--- src/rtl/core/lde_pkg.sv ---
// Shared types and constants of the line editor.
package lde_pkg;

    // Line store geometry.
    localparam int LINE_CAPACITY = 64;
    localparam int ADDR_W        = $clog2(LINE_CAPACITY);
    localparam int LEN_W         = $clog2(LINE_CAPACITY + 1);

    // Command queue between the front and back parts.
    localparam int QUEUE_DEPTH = 2;
    localparam int QPTR_W      = $clog2(QUEUE_DEPTH);
    localparam int QCNT_W      = $clog2(QUEUE_DEPTH + 1);

    // Special byte values.
    localparam logic [7:0] BYTE_CR   = 8'h0d;
    localparam logic [7:0] BYTE_LF   = 8'h0a;
    localparam logic [7:0] BYTE_BS   = 8'h08;
    localparam logic [7:0] PRINT_LOW = 8'h20;
    localparam logic [7:0] PRINT_END = 8'h7f;

    // Result kinds.
    localparam logic [1:0] KIND_REALTIME  = 2'd0;
    localparam logic [1:0] KIND_LINE_CHAR = 2'd1;
    localparam logic [1:0] KIND_EMPTY     = 2'd2;

    // Command codes produced by the classifier.
    localparam logic [1:0] OP_PASS = 2'd0;
    localparam logic [1:0] OP_END  = 2'd1;
    localparam logic [1:0] OP_BS   = 2'd2;
    localparam logic [1:0] OP_PUT  = 2'd3;

    // One classified command.
    typedef struct packed {
        logic [1:0] op;
        logic [7:0] data;
        logic       lf_after_cr;
    } t_cmd;

endpackage

--- src/rtl/core/lde_ram.sv ---
// Generic single write port, single read port RAM with registered read.
module lde_ram #(
    parameter int WIDTH = 8,
    parameter int DEPTH = 64
) (
    input  logic                     i_clk,
    input  logic                     i_wr_en,
    input  logic [$clog2(DEPTH)-1:0] i_wr_addr,
    input  logic [WIDTH-1:0]         i_wr_data,
    input  logic                     i_rd_en,
    input  logic [$clog2(DEPTH)-1:0] i_rd_addr,
    output logic [WIDTH-1:0]         o_rd_data
);

    logic [WIDTH-1:0] r_mem [DEPTH];
    logic [WIDTH-1:0] r_rd_data;

    // Write port.
    always_ff @(posedge i_clk) begin
        if (i_wr_en) begin
            r_mem[i_wr_addr] <= i_wr_data;
        end
    end

    // Registered read port; data holds while no read is issued.
    always_ff @(posedge i_clk) begin
        if (i_rd_en) begin
            r_rd_data <= r_mem[i_rd_addr];
        end
    end

    assign o_rd_data = r_rd_data;

endmodule

--- src/rtl/core/lde_front.sv ---
// Front part: takes received bytes, holds the mode register and classifies each byte.
module lde_front import lde_pkg::*; (
    input  logic       i_clk,
    input  logic       i_rst_n,
    input  logic       i_in_valid,
    output logic       o_in_ready,
    input  logic [7:0] i_in_byte,
    input  logic       i_cfg_valid,
    output logic       o_cfg_ready,
    input  logic       i_cfg_data,
    input  logic       i_q_full,
    output logic       o_push,
    output t_cmd       o_cmd
);

    logic       r_realtime_mode;
    logic [7:0] r_prev_byte;
    logic       accept;
    logic       is_line_end;
    logic       is_print;

    assign o_cfg_ready = 1'b1;
    assign o_in_ready  = !i_q_full;
    assign accept      = i_in_valid && !i_q_full;

    // Mode register and the previous byte, which tracks every accepted item.
    always_ff @(posedge i_clk) begin
        if (!i_rst_n) begin
            r_realtime_mode <= 1'b0;
            r_prev_byte     <= 8'h00;
        end else begin
            if (i_cfg_valid) begin
                r_realtime_mode <= i_cfg_data;
            end
            if (accept) begin
                r_prev_byte <= i_in_byte;
            end
        end
    end

    // Classify the byte into a command; ignored bytes push nothing.
    assign is_line_end = (i_in_byte == BYTE_CR) || (i_in_byte == BYTE_LF);
    assign is_print    = (i_in_byte >= PRINT_LOW) && (i_in_byte < PRINT_END);

    always_comb begin
        o_cmd.data        = i_in_byte;
        o_cmd.lf_after_cr = (i_in_byte == BYTE_LF) && (r_prev_byte == BYTE_CR);
        o_cmd.op          = OP_PASS;
        o_push            = 1'b0;
        if (r_realtime_mode) begin
            o_cmd.op = OP_PASS;
            o_push   = accept;
        end else if (is_line_end) begin
            o_cmd.op = OP_END;
            o_push   = accept;
        end else if (i_in_byte == BYTE_BS) begin
            o_cmd.op = OP_BS;
            o_push   = accept;
        end else if (is_print) begin
            o_cmd.op = OP_PUT;
            o_push   = accept;
        end
    end

endmodule

--- src/rtl/core/lde_queue.sv ---
// Short command queue between the front and back parts.
module lde_queue import lde_pkg::*; (
    input  logic i_clk,
    input  logic i_rst_n,
    input  logic i_push,
    input  t_cmd i_cmd,
    output logic o_full,
    output logic o_valid,
    input  logic i_pop,
    output t_cmd o_cmd
);

    t_cmd              r_entry [QUEUE_DEPTH];
    logic [QPTR_W-1:0] r_wr_ptr;
    logic [QPTR_W-1:0] r_rd_ptr;
    logic [QCNT_W-1:0] r_count;

    assign o_full  = (r_count == QCNT_W'(QUEUE_DEPTH));
    assign o_valid = (r_count != '0);
    assign o_cmd   = r_entry[r_rd_ptr];

    // Pointers and fill count.
    always_ff @(posedge i_clk) begin
        if (!i_rst_n) begin
            r_wr_ptr <= '0;
            r_rd_ptr <= '0;
            r_count  <= '0;
        end else begin
            if (i_push) begin
                r_wr_ptr <= r_wr_ptr + QPTR_W'(1);
            end
            if (i_pop) begin
                r_rd_ptr <= r_rd_ptr + QPTR_W'(1);
            end
            if (i_push && !i_pop) begin
                r_count <= r_count + QCNT_W'(1);
            end else if (i_pop && !i_push) begin
                r_count <= r_count - QCNT_W'(1);
            end
        end
    end

    // Entry storage.
    always_ff @(posedge i_clk) begin
        if (i_push) begin
            r_entry[r_wr_ptr] <= i_cmd;
        end
    end

endmodule

--- src/rtl/core/lde_back.sv ---
// Back part: carries out commands on the line store and drives the result register.
module lde_back import lde_pkg::*; (
    input  logic       i_clk,
    input  logic       i_rst_n,
    input  logic       i_q_valid,
    input  t_cmd       i_q_cmd,
    output logic       o_pop,
    output logic       o_out_valid,
    input  logic       i_out_ready,
    output logic [7:0] o_out_byte,
    output logic [1:0] o_result_kind,
    output logic       o_last
);

    localparam logic [1:0] S_IDLE = 2'd0;
    localparam logic [1:0] S_READ = 2'd1;
    localparam logic [1:0] S_EMIT = 2'd2;

    logic [1:0]        r_state, n_state;
    logic [LEN_W-1:0]  r_len, n_len;
    logic [ADDR_W-1:0] r_idx, n_idx;
    logic              r_out_valid, n_out_valid;
    logic [7:0]        r_out_byte;
    logic [1:0]        r_out_kind;
    logic              r_out_last;

    logic              out_free;
    logic              load;
    logic [7:0]        load_byte;
    logic [1:0]        load_kind;
    logic              load_last;
    logic              wr_en;
    logic              rd_en;
    logic [7:0]        rd_data;
    logic              store_full;
    logic [LEN_W-1:0]  idx_next;

    // Line store.
    lde_ram #(
        .WIDTH(8),
        .DEPTH(LINE_CAPACITY)
    ) u_store (
        .i_clk    (i_clk),
        .i_wr_en  (wr_en),
        .i_wr_addr(r_len[ADDR_W-1:0]),
        .i_wr_data(i_q_cmd.data),
        .i_rd_en  (rd_en),
        .i_rd_addr(r_idx),
        .o_rd_data(rd_data)
    );

    assign out_free   = !r_out_valid || i_out_ready;
    assign store_full = (r_len == LEN_W'(LINE_CAPACITY));
    assign idx_next   = LEN_W'(r_idx) + LEN_W'(1);

    // Command sequencer.
    always_comb begin
        n_state   = r_state;
        n_len     = r_len;
        n_idx     = r_idx;
        o_pop     = 1'b0;
        load      = 1'b0;
        load_byte = i_q_cmd.data;
        load_kind = KIND_REALTIME;
        load_last = 1'b1;
        wr_en     = 1'b0;
        rd_en     = 1'b0;
        case (r_state)
            S_IDLE: begin
                if (i_q_valid) begin
                    case (i_q_cmd.op)
                        OP_PASS: begin
                            if (out_free) begin
                                load  = 1'b1;
                                o_pop = 1'b1;
                            end
                        end
                        OP_END: begin
                            if (r_len != '0) begin
                                o_pop   = 1'b1;
                                n_idx   = '0;
                                n_state = S_READ;
                            end else if (i_q_cmd.lf_after_cr) begin
                                o_pop = 1'b1;
                            end else if (out_free) begin
                                load      = 1'b1;
                                load_byte = 8'h00;
                                load_kind = KIND_EMPTY;
                                o_pop     = 1'b1;
                            end
                        end
                        OP_BS: begin
                            o_pop = 1'b1;
                            if (r_len != '0) begin
                                n_len = r_len - LEN_W'(1);
                            end
                        end
                        OP_PUT: begin
                            o_pop = 1'b1;
                            if (!store_full) begin
                                wr_en = 1'b1;
                                n_len = r_len + LEN_W'(1);
                            end
                        end
                        default: begin
                            o_pop = 1'b1;
                        end
                    endcase
                end
            end
            S_READ: begin
                rd_en   = 1'b1;
                n_state = S_EMIT;
            end
            S_EMIT: begin
                if (out_free) begin
                    load      = 1'b1;
                    load_byte = rd_data;
                    load_kind = KIND_LINE_CHAR;
                    load_last = (idx_next == r_len);
                    if (idx_next == r_len) begin
                        n_len   = '0;
                        n_state = S_IDLE;
                    end else begin
                        n_idx   = r_idx + ADDR_W'(1);
                        n_state = S_READ;
                    end
                end
            end
            default: begin
                n_state = S_IDLE;
            end
        endcase
    end

    // Result register valid flag.
    always_comb begin
        if (load) begin
            n_out_valid = 1'b1;
        end else begin
            n_out_valid = r_out_valid && !i_out_ready;
        end
    end

    // Control state.
    always_ff @(posedge i_clk) begin
        if (!i_rst_n) begin
            r_state     <= S_IDLE;
            r_len       <= '0;
            r_idx       <= '0;
            r_out_valid <= 1'b0;
        end else begin
            r_state     <= n_state;
            r_len       <= n_len;
            r_idx       <= n_idx;
            r_out_valid <= n_out_valid;
        end
    end

    // Result payload.
    always_ff @(posedge i_clk) begin
        if (load) begin
            r_out_byte <= load_byte;
            r_out_kind <= load_kind;
            r_out_last <= load_last;
        end
    end

    assign o_out_valid   = r_out_valid;
    assign o_out_byte    = r_out_byte;
    assign o_result_kind = r_out_kind;
    assign o_last        = r_out_last;

endmodule

--- src/rtl/core/line_editor_with_backspace.sv ---
// Top level of the line editor: front classifier, command queue and back executor.
//
//  Channel | Direction | Handshake                 | Payload
//  in      | input     | i_in_valid / o_in_ready   | i_in_byte
//  out     | output    | o_out_valid / i_out_ready | o_out_byte, o_result_kind, o_last
//  cfg     | input     | i_cfg_valid / o_cfg_ready | i_cfg_data (realtime mode)
//
// The front takes one byte per cycle while the two-entry command queue has room.
// The back retires a store, backspace or pass command from S_IDLE; a line end walks
// the line store character by character (RAM read in S_READ, result load in S_EMIT).
// Reset is synchronous and active low; the store contents are undefined after reset.
// A stalled output holds the result register and backs up through the queue.
module line_editor_with_backspace import lde_pkg::*; (
    input  logic       i_clk,
    input  logic       i_rst_n,
    input  logic       i_in_valid,
    output logic       o_in_ready,
    input  logic [7:0] i_in_byte,
    output logic       o_out_valid,
    input  logic       i_out_ready,
    output logic [7:0] o_out_byte,
    output logic [1:0] o_result_kind,
    output logic       o_last,
    input  logic       i_cfg_valid,
    output logic       o_cfg_ready,
    input  logic       i_cfg_data
);

    logic push;
    logic pop;
    logic q_full;
    logic q_valid;
    t_cmd push_cmd;
    t_cmd head_cmd;

    // Classifier.
    lde_front u_front (
        .i_clk      (i_clk),
        .i_rst_n    (i_rst_n),
        .i_in_valid (i_in_valid),
        .o_in_ready (o_in_ready),
        .i_in_byte  (i_in_byte),
        .i_cfg_valid(i_cfg_valid),
        .o_cfg_ready(o_cfg_ready),
        .i_cfg_data (i_cfg_data),
        .i_q_full   (q_full),
        .o_push     (push),
        .o_cmd      (push_cmd)
    );

    // Command queue.
    lde_queue u_queue (
        .i_clk  (i_clk),
        .i_rst_n(i_rst_n),
        .i_push (push),
        .i_cmd  (push_cmd),
        .o_full (q_full),
        .o_valid(q_valid),
        .i_pop  (pop),
        .o_cmd  (head_cmd)
    );

    // Executor and result register.
    lde_back u_back (
        .i_clk        (i_clk),
        .i_rst_n      (i_rst_n),
        .i_q_valid    (q_valid),
        .i_q_cmd      (head_cmd),
        .o_pop        (pop),
        .o_out_valid  (o_out_valid),
        .i_out_ready  (i_out_ready),
        .o_out_byte   (o_out_byte),
        .o_result_kind(o_result_kind),
        .o_last       (o_last)
    );

endmodule

--- config.mk ---
export PLATFORM = sky130hd
export DESIGN_NAME = line_editor_with_backspace
export DESIGN_NICKNAME = d
export VERILOG_FILES = /design/src/rtl/core/lde_pkg.sv /design/src/rtl/core/lde_ram.sv /design/src/rtl/core/lde_front.sv /design/src/rtl/core/lde_queue.sv /design/src/rtl/core/lde_back.sv /design/src/rtl/core/line_editor_with_backspace.sv
export SDC_FILE = /design/constraint.sdc
export NUM_CORES = 1
export LEC_CHECK = 0
export BUFFER_PORTS_ARGS = -buffer_cell sky130_fd_sc_hd__buf_2
export CORE_UTILIZATION = 60
export CTS_BUF_LIST = sky130_fd_sc_hd__clkbuf_8
export DETAILED_ROUTE_END_ITERATION = 12
export PLACE_DENSITY = 0.82
export SLEW_MARGIN = 20
export SYNTH_ARGS = -nofsm -noshare
export SYNTH_HDL_FRONTEND = slang
export SYNTH_HIERARCHICAL = 1
export SYNTH_SLANG_ARGS = --single-unit
--- constraint.sdc ---
create_clock -name i_clk -period 3.3 [get_ports i_clk]
set_input_delay 0.99 -clock i_clk [delete_from_list [all_inputs] [get_ports i_clk]]
set_output_delay 0.99 -clock i_clk [all_outputs]
set_load 0.01 [all_outputs]
# Yosys cells after proc, flatten, opt, wreduce, memory -nomap -nowiden
# Memory sizes are Yosys's and may differ from the RTL's. A register that Yosys moved wholly into a read port is not among the register bits.
# Index checks and enable logic that the tools add are counted.
# word_totals
register_bits	40
mem_bits_rw	534
input_bits	14
output_inout_bits	14
mem_count	2
# classes
addsub	8
n_lt_le_gt_ge	2
eq_ne	21
n_mux	66
n_reduce_logical	24
# memory_table
name	depth	width	read_ports	rd_clocked_by_memory_dff	wr	line_no	source
u_back.u_store.r_mem	64	8	1	1	1	lde_ram.sv:15	logic [WIDTH-1:0] r_mem [DEPTH];
u_queue.r_entry	2	11	1	1	1	lde_queue.sv:13	t_cmd r_entry [QUEUE_DEPTH];
# op_table
cell	count
$mux W8	6
$mux W7	5
$eq A8 B4 Y1 const B	4
$mux W2	15
$mux W6	5
$pmux W7 S2	2
$mux W1	26
$pmux W8 S2	1
$pmux W6 S2	1
$eq A2 B2 Y1 const B	4
$ge A8 B6 Y1 const B	1
$lt A8 B7 Y1 const B	1
$add A6 B1 Y7 const B	1
$add A7 B1 Y7 const B	1
$eq A7 B7 Y1	1
$eq A7 B7 Y1 const B	1
$reduce_and A7 Y1	1
$reduce_bool A7 Y1	1
$sub A7 B1 Y7 const B	1
$add A6 B1 Y6 const B	1
$logic_and A1 B1 Y1	6
$ne A2 B1 Y1 const B	3
$ne A2 B2 Y1 const B	3
$ne A3 B3 Y1 const B	2
other kinds (17)	28

# Logic depth before layout (Yosys ltp)
# Gate-level depths: netlist of the first run.
# logic_depth
word_depth	11
depth_mapped	11
depth_no_buf	10

# Cells and area by module
# The synthesis of the first run kept the hierarchy.
# modules_own_cells
module	instances	cells_per_inst	area_each_um2	seq_area_each_um2
lde_ram	1	940	20246.9	15615.0
lde_back	1	195	1696.6	650.6
lde_queue	1	56	1011.0	760.7
lde_front	1	71	590.6	180.2

# Worst setup path before layout of the first run
# No wires, ideal clock.
# synth_path
path_type	register to register
start	register with a tool-made name
end	register u_back.r_len[6]
setup_ps	58
arrival_time_ps	2750
t_required_ps	3242
path_slack_ps	492
stages_incl_launch_ff	12
path_buffers	1
path_cell_list	dfxtp_1 -> buf_2 -> mux2_2 -> nand2_1 -> inv_1 -> fa_1 -> nand2b_1 -> a21oi_1 -> nor4_1 -> or4_1 -> a21oi_1 -> o21a_1
# synth_rtl
element	line_no	source
end signal, assigned	lde_back.sv:154	r_len <= n_len;
end, declared	lde_back.sv:20	logic [LEN_W-1:0] r_len, n_len;

# Worst setup path in the final report of the first run
# layout_path
start	register u_queue.r_count[0]
end	memory u_back.u_store.r_mem[22][4] (enable)
# layout_between
elab_chain_len	5
# layout_lines
element	line_no	source
start, declared	lde_queue.sv:16	logic [QCNT_W-1:0] r_count;
start signal, assigned	lde_queue.sv:36	r_count <= r_count + QCNT_W'(1);
start signal, assigned	lde_queue.sv:38	r_count <= r_count - QCNT_W'(1);
$reduce_bool A2 Y1	lde_queue.sv:19	assign o_valid = (r_count != '0);
named net q_valid	line_editor_with_backspace.sv:32	logic q_valid;
$mux W1	lde_back.sv:70	if (i_q_valid) begin
$mux W1	lde_back.sv:68	case (r_state)
named net u_back.wr_en	lde_back.sv:32	logic wr_en;
$mux W1	lde_ram.sv:20	if (i_wr_en) begin
$mux W1 (implied by the code)	lde_ram.sv:21	r_mem[i_wr_addr] <= i_wr_data;
end, declared	lde_ram.sv:15	
# The timed path passes the listed nets, and every way through them passes these cells.

==> results of run 1 <==
-- critical path: stages, from the launching register on --
cell      delay [ns]
dfxtp_1         0.38
or2_2           0.16
or3b_1          0.41
a211oi_1        0.48
nor2b_1         0.32
nand3_1         0.38
buf_4           0.28
nor2_1          0.13
buf_4           0.20
-- layer usage --
metal,part of all wire,track usage,wire (µm),vias up
met5,0,0,0,-
met4,0.035,0.114,1830,0
met3,0.094,0.0571,4860,127
met2,0.49,0.434,25300,763
met1,0.38,0.372,19800,6530
li1,-,-,-,5422
-- path summary, 6_finish.rpt --
check,startpoint,endpoint,slack (ns)
worst max-delay path,u_queue/r_count[0]$_SDFFE_PN0P_,u_back/u_store/r_mem[22][4]$_DFFE_PP_,0.25
worst min-delay path,u_front/r_prev_byte[5]$_SDFFE_PN0P_,u_front/r_prev_byte[5]$_SDFFE_PN0P_,0.45
worst max register to register,u_queue/r_count[0]$_SDFFE_PN0P_,u_back/u_store/r_mem[22][4]$_DFFE_PP_,0.25
worst min register to register,u_front/r_prev_byte[5]$_SDFFE_PN0P_,u_front/r_prev_byte[5]$_SDFFE_PN0P_,0.45
-- flip-flops by register name, indices dropped and copies added, names as in the netlist, named ones only --
signal and flops:
u_back/u_store/r_mem 512, u_queue/r_entry 22, u_back/o_out_byte 8, u_back/u_store/o_rd_data 8, u_front/r_prev_byte 8, u_back/r_len 7, u_back/r_idx 6, u_back/o_result_kind 2
u_back/r_state 2, u_queue/r_count 2, u_back/o_last 1, u_back/o_out_valid 1, u_front/r_realtime_mode 1, u_queue/r_rd_ptr 1, u_queue/r_wr_ptr 1
-- cell families after synthesis --
kind of cell	count (synthesis)
flip-flops	583
AND/OR/NAND/NOR	267
multiplexers	174
AO/OA/AOI/OAI	129
buffers and inverters	86
XOR/XNOR	14
adder cells (fa/ha/maj)	8
other	1
-- cells in the mapped netlist, types with 3 or more instances --
master / count / share of area
o21ai_0: 18 / 0.0038
a221oi_1: 6 / 0.0022
clkbuf_1: 20 / 0.0032
buf_1: 4 / 0.00064
o211ai_1: 3 / 0.00096
mux2i_1: 24 / 0.010
nor2b_1: 20 / 0.0053
nand3b_1: 4 / 0.0013
buf_6: 6 / 0.0029
edfxtp_1: 553 / 0.71
nand3_1: 21 / 0.0045
nand2b_1: 12 / 0.0032
and2_1: 5 / 0.0013
mux2_2: 24 / 0.011
nor3_1: 13 / 0.0028
nor2_1: 95 / 0.015
nand4_1: 4 / 0.0011
nor3b_1: 3 / 0.00096
buf_4: 23 / 0.0073
or3_1: 5 / 0.0013
buf_2: 16 / 0.0034
o22ai_1: 8 / 0.0021
o221ai_1: 10 / 0.0037
a22oi_1: 3 / 0.00096
a21oi_1: 23 / 0.0049
a21boi_1: 3 / 0.00096
a21boi_0: 6 / 0.0019
inv_1: 14 / 0.0022
dfxtp_1: 30 / 0.026
xor2_1: 7 / 0.0026
nor4_1: 5 / 0.0013
o2111ai_1: 3 / 0.0011
ha_1: 7 / 0.0037
mux4_2: 126 / 0.12
a211oi_1: 6 / 0.0019
or4_1: 3 / 0.00096
o2bb2ai_1: 3 / 0.0011
xnor2_1: 7 / 0.0026
o21a_1: 5 / 0.0016
nand2_1: 60 / 0.0096
o41ai_1: 3 / 0.0011
-- layout make-up --
class                   instances  area, µm²  area share
clock buffers                  92       1270      0.0482
clock inverters                70        312      0.0118
inverters                      15       56.3     0.00214
multi-input cells             593       5830       0.222
flip-flops and latches        583      17200       0.655
well taps                     518        648      0.0246
repair buffers                130        961      0.0365
-- power breakdown --
part           switching, W  leakage, nW  internal (W)
combinational       0.00155         2.24      0.000799
clock               0.00269        0.910       0.00266
sequential         0.000141         5.22       0.00874
-- per-stage QoR --
stage               power, W  area [µm²]  hold WS, ns  setup slack [ns]  instances
floorplan             0.0105       23500        0.431             0.492       1262
global placement      0.0112       24700        0.438             0.455       1839
detailed placement    0.0114       24700        0.443             0.358       1839
CTS                   0.0166       26300        0.451             0.326       2001
global route          0.0172       26300        0.475             0.150       2001
finish                0.0166       26300        0.450             0.248       2001
==> results.md, run 1 <==
* Result of the run: finished, final reports clean
* All-Layer GR Usage at 0.273
* Count of flip-flops with a built-in enable after synthesis at around 550
* Max Slew Vio Count at 0
* Crit path max fanout at 8
* Fin Setup TNS at 0 ns
* Achievable clock frequency at 0.328 GHz
* Part of the cycle the worst path needs at 0.925
* Mean routed wirelength per cell at between 20 and 30 µm
* Required time of the critical path at around 3.6 ns
* CTS-repair resized insts at 0
* Final critical-path required period at between 3 and 4 ns
* DRT iter0 DRCs at between 1.5k and 2k
* Final weighted congestion in routability-driven placement at around 0.93
* Number of buffers created by CTS at a little under 90
* Antenna diode count at 0
* Core occupancy in the finished layout at 0.680
* Setup repair after global routing missed its margin: no
* Total power divided by cell area at around 630 nW/µm²
* TritonCTS clock tree: built
* Filler cell count at approximately 2.3k
* Proportion of synthesized area in mux cells at 0.142
* Yosys synthesis warning count at 6
* Number of I/O pins at 28
* Growth of design area from synthesis to finish at 11.7%
* Number of max-capacitance violations reported at 0
* Clock Skews at roughly 0.033 ns
* Initial core utilization at 0.609
* Largest net degree at the start of global routing at 66
* H-tree level count at 3
* Worst-case headroom to the max-slew limit at 0.291
* Complex-gate fraction of the synthesized area at 0.0395
* Final setup vio count at 0
* Maximum clock insertion buffer count at 3
* Clock root buffer master: clkbuf_8
* Most common cell after layout, fill and taps aside: edfxtp_1
* Sinks on the clock net at between 500 and 600
* Main synth FF type: edfxtp_1
* Latest clock arrival within the worst-skew pair at between 0.6 and 0.7 ns
* Hold Violations, Final at 0
* Number of global-route vias before repair at 12.8k
* Most frequent cells in the layout: 553 x edfxtp_1, 126 x mux4_2, 100 x buf_4
* Number of I/O port buffers at 26
* Critical path arrival at approximately 3.4 ns
* Number of cells on the worst hold path at 2
* GRT Residual Overflow at 0
* Post-synthesis net count at 1284
* Post-synth design cell area at around 24000 µm²
* Cell Rows at a little over 70
* Area enclosed by the die boundary at ~40000 µm²
* Netlist cell types at 80
* R2R depth at 8
* CTS hold repair buffers at 0
* 1st-pass router iterations at 5
* Number of antenna violations at the first check in global routing at 0
* Type of the worst min-delay path: reg -> reg
* Share of final-layout standard cells stronger than drive strength 1 at 0.272
* Setup crit end kind: register
* Area of the core region at just under 40000 µm²
* DR vias/cell at ~6.4
* Total via count after detailed routing at 12.8k
* Max rail drop VDD at between 0.3 and 0.4 mV
* Clk slew on worst S/H paths at 0.06 ns
* Dpl hpwl at 32.6 mm
* Start-to-end type of the worst setup path: reg -> reg
* Global-route wire length before repair at 78.2 mm
* Post-synthesis share of cell area spent on full adders, half adders and majority gates at 0.00457
* Total Routed Length at 51.8 mm
* Number of synthesized register bits at approximately 580
* Basic-gate share of the synthesized area counting and, or, nand and nor cells at 0.0560
* Post-synthesis average cell area at about 19 µm²
* Tightest Pin Transition at roughly 1.0 ns
* Count of nets left with antenna violations after detail routing at 0
* Share of synthesized area occupied by flip-flops and latches at 0.731
* Number of buffers inserted by post-CTS setup repair at 0
* Layout Nets at ~1.4k
* Combinational family with the most area after synthesis: multiplexers
* P_leak at 8.37 nW
* Die extent in x at 200 µm
* Floorplan die height at ~200 µm
* Drt drc at 0
* Post-synthesis cell count at around 1.3k
* Fraction of synthesized cell area in xor and xnor cells at 0.00521
* Share of synthesized flip-flops with an asynchronous set or reset at 0
* Critical Path Source Type: register
Power figures use the tool's default switching activity.
==> run 2, diff against run 1 <==
--- a/config.mk
+++ b/config.mk
@@ -9,7 +9,7 @@
 export CORE_UTILIZATION = 60
 export CTS_BUF_LIST = sky130_fd_sc_hd__clkbuf_8
 export DETAILED_ROUTE_END_ITERATION = 12
-export PLACE_DENSITY = 0.82
+export PLACE_DENSITY = 0.87
 export SLEW_MARGIN = 20
 export SYNTH_ARGS = -nofsm -noshare
 export SYNTH_HDL_FRONTEND = slang
==> run 2 against run 1 <==
Effect of this change: hold slack gained 0.017 ns; sequential power grew 0.8%; clock skew grew 0.029 ns; cell count grew 0.50%; combinational power shrank 3%; sequential share of layout area shrank 0.35 points; critical path depth shrank 1.
==> results.md, run 2 (same netlist as run 1, synthesis figures left out) <==
* Dpl hpwl at between 30 and 40 mm
* Cell area after placement at 24900 µm²
* Clk slew on worst S/H paths at 0.06 ns
* Antenna diode count at 0
* Clock root buffer master: clkbuf_8
* Floorplan die height at roughly 200 µm
* Start-to-end type of the worst setup path: reg -> reg
* Number of buffers created by CTS at 85
* Critical Path Source Type: register
* Fin Setup TNS at 0 ns
* Part of the cycle the worst path needs at 0.925
* Number of I/O pins at 28
* Area enclosed by the die boundary at approximately 40000 µm²
* 1st-pass router iterations at 5
* Area of all placed cells without fillers at ~26000 µm²
* Worst-case headroom to the max-slew limit at 0.258
* Global-route wire length before repair at 78.4 mm
* Max rail drop VDD at 0.427 mV
* Initial core utilization at 0.609
* CTS hold repair buffers at 0
* Number of buffers inserted by post-CTS setup repair at 0
* Clock Skews at roughly 0.062 ns
* Tightest Pin Transition at 1.11 ns
* Setup crit end kind: register
* Largest registers: u_back/u_store/r_mem x512, u_queue/r_entry x22
* DRT iter0 DRCs at between 1k and 1.5k
* Max FFs per register at ~510
* Most common cell after layout, fill and taps aside: edfxtp_1
* Most frequent cells in the layout: 553 x edfxtp_1, 126 x mux4_2, 114 x buf_4
* Largest reg by FF count: u_back/u_store/r_mem
* Share of final-layout standard cells stronger than drive strength 1 at 0.284
* Total via count after detailed routing at ~13k
* Layout Nets at between 1k and 1.5k
* Number of global-route vias before repair at ~13k
* Required time of the critical path at about 3.6 ns
* Final setup vio count at 0
* Cell Rows at 72
* Crit path max fanout at 16
* Setup repair after global routing missed its margin: no
* Largest net degree at the start of global routing at 52
* Result of the run: finished, final reports clean
* Area of the core region at between 30000 and 40000 µm²
* Final critical-path required period at 3.05 ns
* Sinks on the clock net at roughly 600
* All-Layer GR Usage at 0.271
* Die extent in x at 200 µm
* Count of nets left with antenna violations after detail routing at 0
* CTS-repair resized insts at 0
* DR vias/cell at approximately 6.5
* P_leak at 8.45 nW
* Growth of design area from synthesis to finish at 12.3%
* Mean routed wirelength per cell at between 20 and 30 µm
* Number of antenna violations at the first check in global routing at 0
* Final weighted congestion in routability-driven placement at roughly 0.96
* Achievable clock frequency at approximately 0.33 GHz
* Number of I/O port buffers at 26
* Total Routed Length at around 52 mm
* TritonCTS clock tree: built
* Critical path arrival at approximately 3.4 ns
* H-tree level count at 3
* Total power divided by cell area at 626 nW/µm²
* Drt drc at 0
* Max Slew Vio Count at 0
* Maximum clock insertion buffer count at 3
* Type of the worst min-delay path: reg -> reg
* Hold Violations, Final at 0
* GRT Residual Overflow at 0
* Latest clock arrival within the worst-skew pair at ~0.65 ns
* Number of max-capacitance violations reported at 0
[run 2: final cells by class]
cell class              instances  area [µm²]
repair buffers                146        1110
well taps                     518         648
inverters                      15        56.3
fillers                      2188       12200
clock inverters                68         364
multi-input cells             593        5830
clock buffers                  88        1210
flip-flops and latches        583       17200
[run 2: path summary, 6_finish.rpt]
kind / slack [ns] / from / cells past startpoint / end
max reg2reg: 0.25 / u_back/r_len[2]$_SDFFE_PN0P_ / 7 / u_back/u_store/r_mem[58][4]$_DFFE_PP_
max: 0.25 / u_back/r_len[2]$_SDFFE_PN0P_ / 7 / u_back/u_store/r_mem[58][4]$_DFFE_PP_
min reg2reg: 0.47 / u_front/r_prev_byte[4]$_SDFFE_PN0P_ / 2 / u_front/r_prev_byte[4]$_SDFFE_PN0P_
min: 0.47 / u_front/r_prev_byte[4]$_SDFFE_PN0P_ / 2 / u_front/r_prev_byte[4]$_SDFFE_PN0P_
[run 2: metal layers]
layer  up-vias  global-route usage  part of all wire
met3       153              0.0559              0.11
met4         0               0.127             0.044
met5         -                   0                 0
li1       5432                   -                 -
met1      6595               0.355              0.35
met2       906               0.441              0.50
[run 2: stage by stage]
| step | instances | worst slack (ns) | hold slack (ns) | power, W | util |
|---|---|---|---|---|---|
| final | 2011 | 0.246 | 0.466 | 0.0165 | 0.684 |
| after global placement | 1855 | 0.463 | 0.439 | 0.0112 | 0.643 |
| after floorplan | 1262 | 0.492 | 0.431 | 0.0105 | - |
| after global routing | 2011 | 0.140 | 0.491 | 0.0171 | 0.684 |
| after CTS | 2011 | 0.385 | 0.470 | 0.0166 | 0.684 |
| after detailed placement | 1855 | 0.385 | 0.461 | 0.0113 | 0.643 |
[run 2: worst max-delay path: stages (launching register included)]
cell and delay (ns):
dfxtp_1 0.67, or4_1 0.24, nor3_2 0.06, a211oi_1 0.42, nor2b_1 0.33, nand2_1 0.39
nor2_1 0.43, buf_4 0.23
[run 2: power breakdown]
part	internal, W	switching (W)	leakage, nW
Combinational	0.000790	0.00148	2.33
Sequential	0.00874	0.000206	5.22
Clock	0.00266	0.00266	0.890
==> run 3, diff against run 2 <==
--- a/config.mk
+++ b/config.mk
@@ -5,10 +5,10 @@
 export SDC_FILE = /design/constraint.sdc
 export NUM_CORES = 1
 export LEC_CHECK = 0
-export BUFFER_PORTS_ARGS = -buffer_cell sky130_fd_sc_hd__buf_2
 export CORE_UTILIZATION = 60
 export CTS_BUF_LIST = sky130_fd_sc_hd__clkbuf_8
 export DETAILED_ROUTE_END_ITERATION = 12
+export DONT_BUFFER_PORTS = 1
 export PLACE_DENSITY = 0.87
 export SLEW_MARGIN = 20
 export SYNTH_ARGS = -nofsm -noshare
==> run 3 against run 2 <==
Effect of this change: flip-flop and latch count did not move; via count fell by 2.6%; combinational power fell by 4%; clock-buffer cell count rose by 1; routed wire length fell by 1.0%; global-route usage fell by 0.38 points; largest power group unchanged.
==> results.md, run 3 (same netlist as run 1, synthesis figures left out) <==
* Cell Rows at a little over 70
* Drt drc at 0
* Latest clock arrival within the worst-skew pair at approximately 0.63 ns
* Tightest Pin Transition at between 1 and 1.5 ns
* Clk slew on worst S/H paths at around 0.07 ns
* Total Power Consumption at roughly 0.016 W
* Global-route wire length before repair at between 70 and 80 mm
* Final setup vio count at 0
* Total power divided by cell area at approximately 630 nW/µm²
* Floorplan die height at approximately 200 µm
* Clock Skews at approximately 0.038 ns
* Number of buffers created by CTS at 84
* GRT Residual Overflow at 0
* Worst r2r dst: u_back/u_store/r_mem[28][4]$_DFFE_PP_
* Achievable clock frequency at between 0.3 and 0.4 GHz
* Antenna diode count at 0
* Most frequent cells in the layout: 553 x edfxtp_1, 126 x mux4_2, 105 x buf_4
* Largest net degree at the start of global routing at 51
* Mean routed wirelength per cell at between 20 and 30 µm
* Cell with the biggest individual delay on the critical path: dfxtp_1
* Combined flip-flop and latch cell area at between 15000 and 20000 µm²
* Sinks on the clock net at between 500 and 600
* Share of final-layout standard cells stronger than drive strength 1 at 0.268
* Number of buffers inserted by post-CTS setup repair at 0
* Ordered list of cells on the worst path: or4_1, nor3_2, a211oi_1, nor2b_1, nand2_1, nor2_1, buf_4
* Area of the core region at a little under 40000 µm²
* Growth of design area from synthesis to finish at 11.3%
* Clock root buffer master: clkbuf_8
* R2R setup slack at 0.11 ns
* Initial core utilization at 0.609
* Final critical-path required period at 3.19 ns
* Required time of the critical path at ~3.6 ns
* Critical Path Max Stage Delay at between 0.6 and 0.7 ns
* Launching instance or port of the critical path: u_back/r_len[2]$_SDFFE_PN0P_
* All-Layer GR Usage at 0.267
* Setup crit end kind: register
* DR vias/cell at between 6 and 7
* P_leak at 8.26 nW
* Result of the run: finished, final reports clean
* Hold Violations, Final at 0
* Area of the multi-input gates at between 5000 and 6000 µm²
* Crit path max fanout at 16
* H-tree level count at 3
* Number of max-capacitance violations reported at 0
* Core occupancy in the finished layout at 0.678
* Total Routed Length at about 52 mm
* Count of nets left with antenna violations after detail routing at 0
* Crit path to: u_back/u_store/r_mem[28][4]$_DFFE_PP_
* TritonCTS clock tree: built
* Start-to-end type of the worst setup path: reg -> reg
* Number of global-route vias before repair at ~13k
* Setup repair after global routing missed its margin: no
* Maximum clock insertion buffer count at 3
* Number of I/O pins at 28
* Critical path arrival at 3.50 ns
* Largest registers: u_back/u_store/r_mem x512, u_queue/r_entry x22
* Part of the cycle the worst path needs at 0.967
* Type of the worst min-delay path: in -> reg
* Layout Nets at approximately 1.4k
* Final weighted congestion in routability-driven placement at between 0.9 and 1
* Area enclosed by the die boundary at between 40000 and 50000 µm²
* Total via count after detailed routing at between 10k and 15k
* Fin Setup TNS at 0 ns
* Number of antenna violations at the first check in global routing at 0
* Max rail drop VDD at between 0.2 and 0.3 mV
* Dpl hpwl at between 30 and 40 mm
* Max Slew Vio Count at 0
* Number of I/O port buffers at 0
* Startpoint of the lowest-slack register-to-register path: u_back/r_len[2]$_SDFFE_PN0P_
* Critical Path Source Type: register
* Largest reg by FF count: u_back/u_store/r_mem
* R2R depth at 7
* DRT iter0 DRCs at approximately 1.4k
* Die extent in x at between 200 and 250 µm
* Worst-case headroom to the max-slew limit at 0.313
* Most common cell after layout, fill and taps aside: edfxtp_1
* Max FFs per register at ~510
* Filler cell count at between 2k and 2.5k
* 1st-pass router iterations at 6
## run 3: cell types whose count changed in the layout (fill, tap and decap cells not counted)
| cell | before | now |
|---|---|---|
| clkinv_1 | 24 | 21 |
| inv_6 | 2 | 1 |
| inv_8 | 1 | 2 |
| buf_4 | 114 | 105 |
| inv_1 | 37 | 31 |
| a2111oi_1 | 0 | 1 |
| buf_12 | 6 | 5 |
| buf_2 | 26 | 0 |
| clkbuf_8 | 88 | 89 |
| a2111oi_0 | 2 | 1 |
| clkinv_2 | 12 | 11 |
## run 3: cell type report
| cell class | count | share of cell area |
|---|---|---|
| clock buffers | 89 | 0.0468 |
| clock inverters | 58 | 0.0125 |
| inverters | 15 | 0.00215 |
| multi-input cells | 593 | 0.223 |
| flip-flops and latches | 583 | 0.657 |
| well taps | 518 | 0.0247 |
| repair buffers | 110 | 0.0339 |
## run 3: power by group
group	switching (W)	internal [W]	total (W)	leakage, nW
clock network	0.00265	0.00267	0.00532	0.859
logic	0.00144	0.000755	0.00219	2.17
registers	0.000223	0.00874	0.00896	5.22
total	0.00431	0.0122	0.0165	8.26
## run 3: layer usage
metal | track usage | vias to the layer above | part of all wire
met4 | 0.113 | 0 | 0.035
met2 | 0.441 | 783 | 0.51
met1 | 0.338 | 6473 | 0.36
met5 | 0 | - | 0
met3 | 0.0729 | 134 | 0.099
li1 | - | 5350 | -
## run 3: worst min-delay path by stage
| stage | from | slack (ns) | to | depth (start not counted) |
|---|---|---|---|---|
| 2_1_floorplan | u_front/r_prev_byte[4]$_SDFFE_PN0P_ | 0.43 | u_front/r_prev_byte[4]$_SDFFE_PN0P_ | 2 |
| 3_3_place_gp | u_front/r_prev_byte[4]$_SDFFE_PN0P_ | 0.44 | u_front/r_prev_byte[4]$_SDFFE_PN0P_ | 2 |
| 3_5_place_dp | u_front/r_prev_byte[5]$_SDFFE_PN0P_ | 0.45 | u_front/r_prev_byte[5]$_SDFFE_PN0P_ | 2 |
| 4_1_cts | i_in_byte[0] | 0.42 | u_queue/r_entry[1][1]$_DFFE_PP_ | 0 |
| 5_1_grt | i_in_byte[7] | 0.43 | u_queue/r_entry[1][8]$_DFFE_PP_ | 0 |
| 6_report | i_in_byte[7] | 0.45 | u_queue/r_entry[1][8]$_DFFE_PP_ | 0 |
## run 3: metrics by stage
step	hold WS, ns	instances	area, µm²	setup WS (ns)
3_3_place_gp	0.437	1819	24600	0.407
5_1_grt	0.428	1966	26200	0.0473
6_report	0.450	1966	26200	0.110
4_1_cts	0.415	1966	26200	0.154
2_1_floorplan	0.431	1262	23500	0.492
3_5_place_dp	0.452	1819	24600	0.210
## run 3: timing repair
item                                    CTS  global route
endpoints found under the setup margin    0             1
resized for setup                         0             1
hold buffers                              0             0
## run 3: critical path, delay by kind of cell (launching register included)
| kind | cells | cell delay (ns) |
|---|---|---|
| AO/OA/AOI/OAI | 1 | 0.57 |
| buffers and inverters | 1 | 0.22 |
| AND/OR/NAND/NOR | 5 | 1.39 |
| flip-flops | 1 | 0.67 |
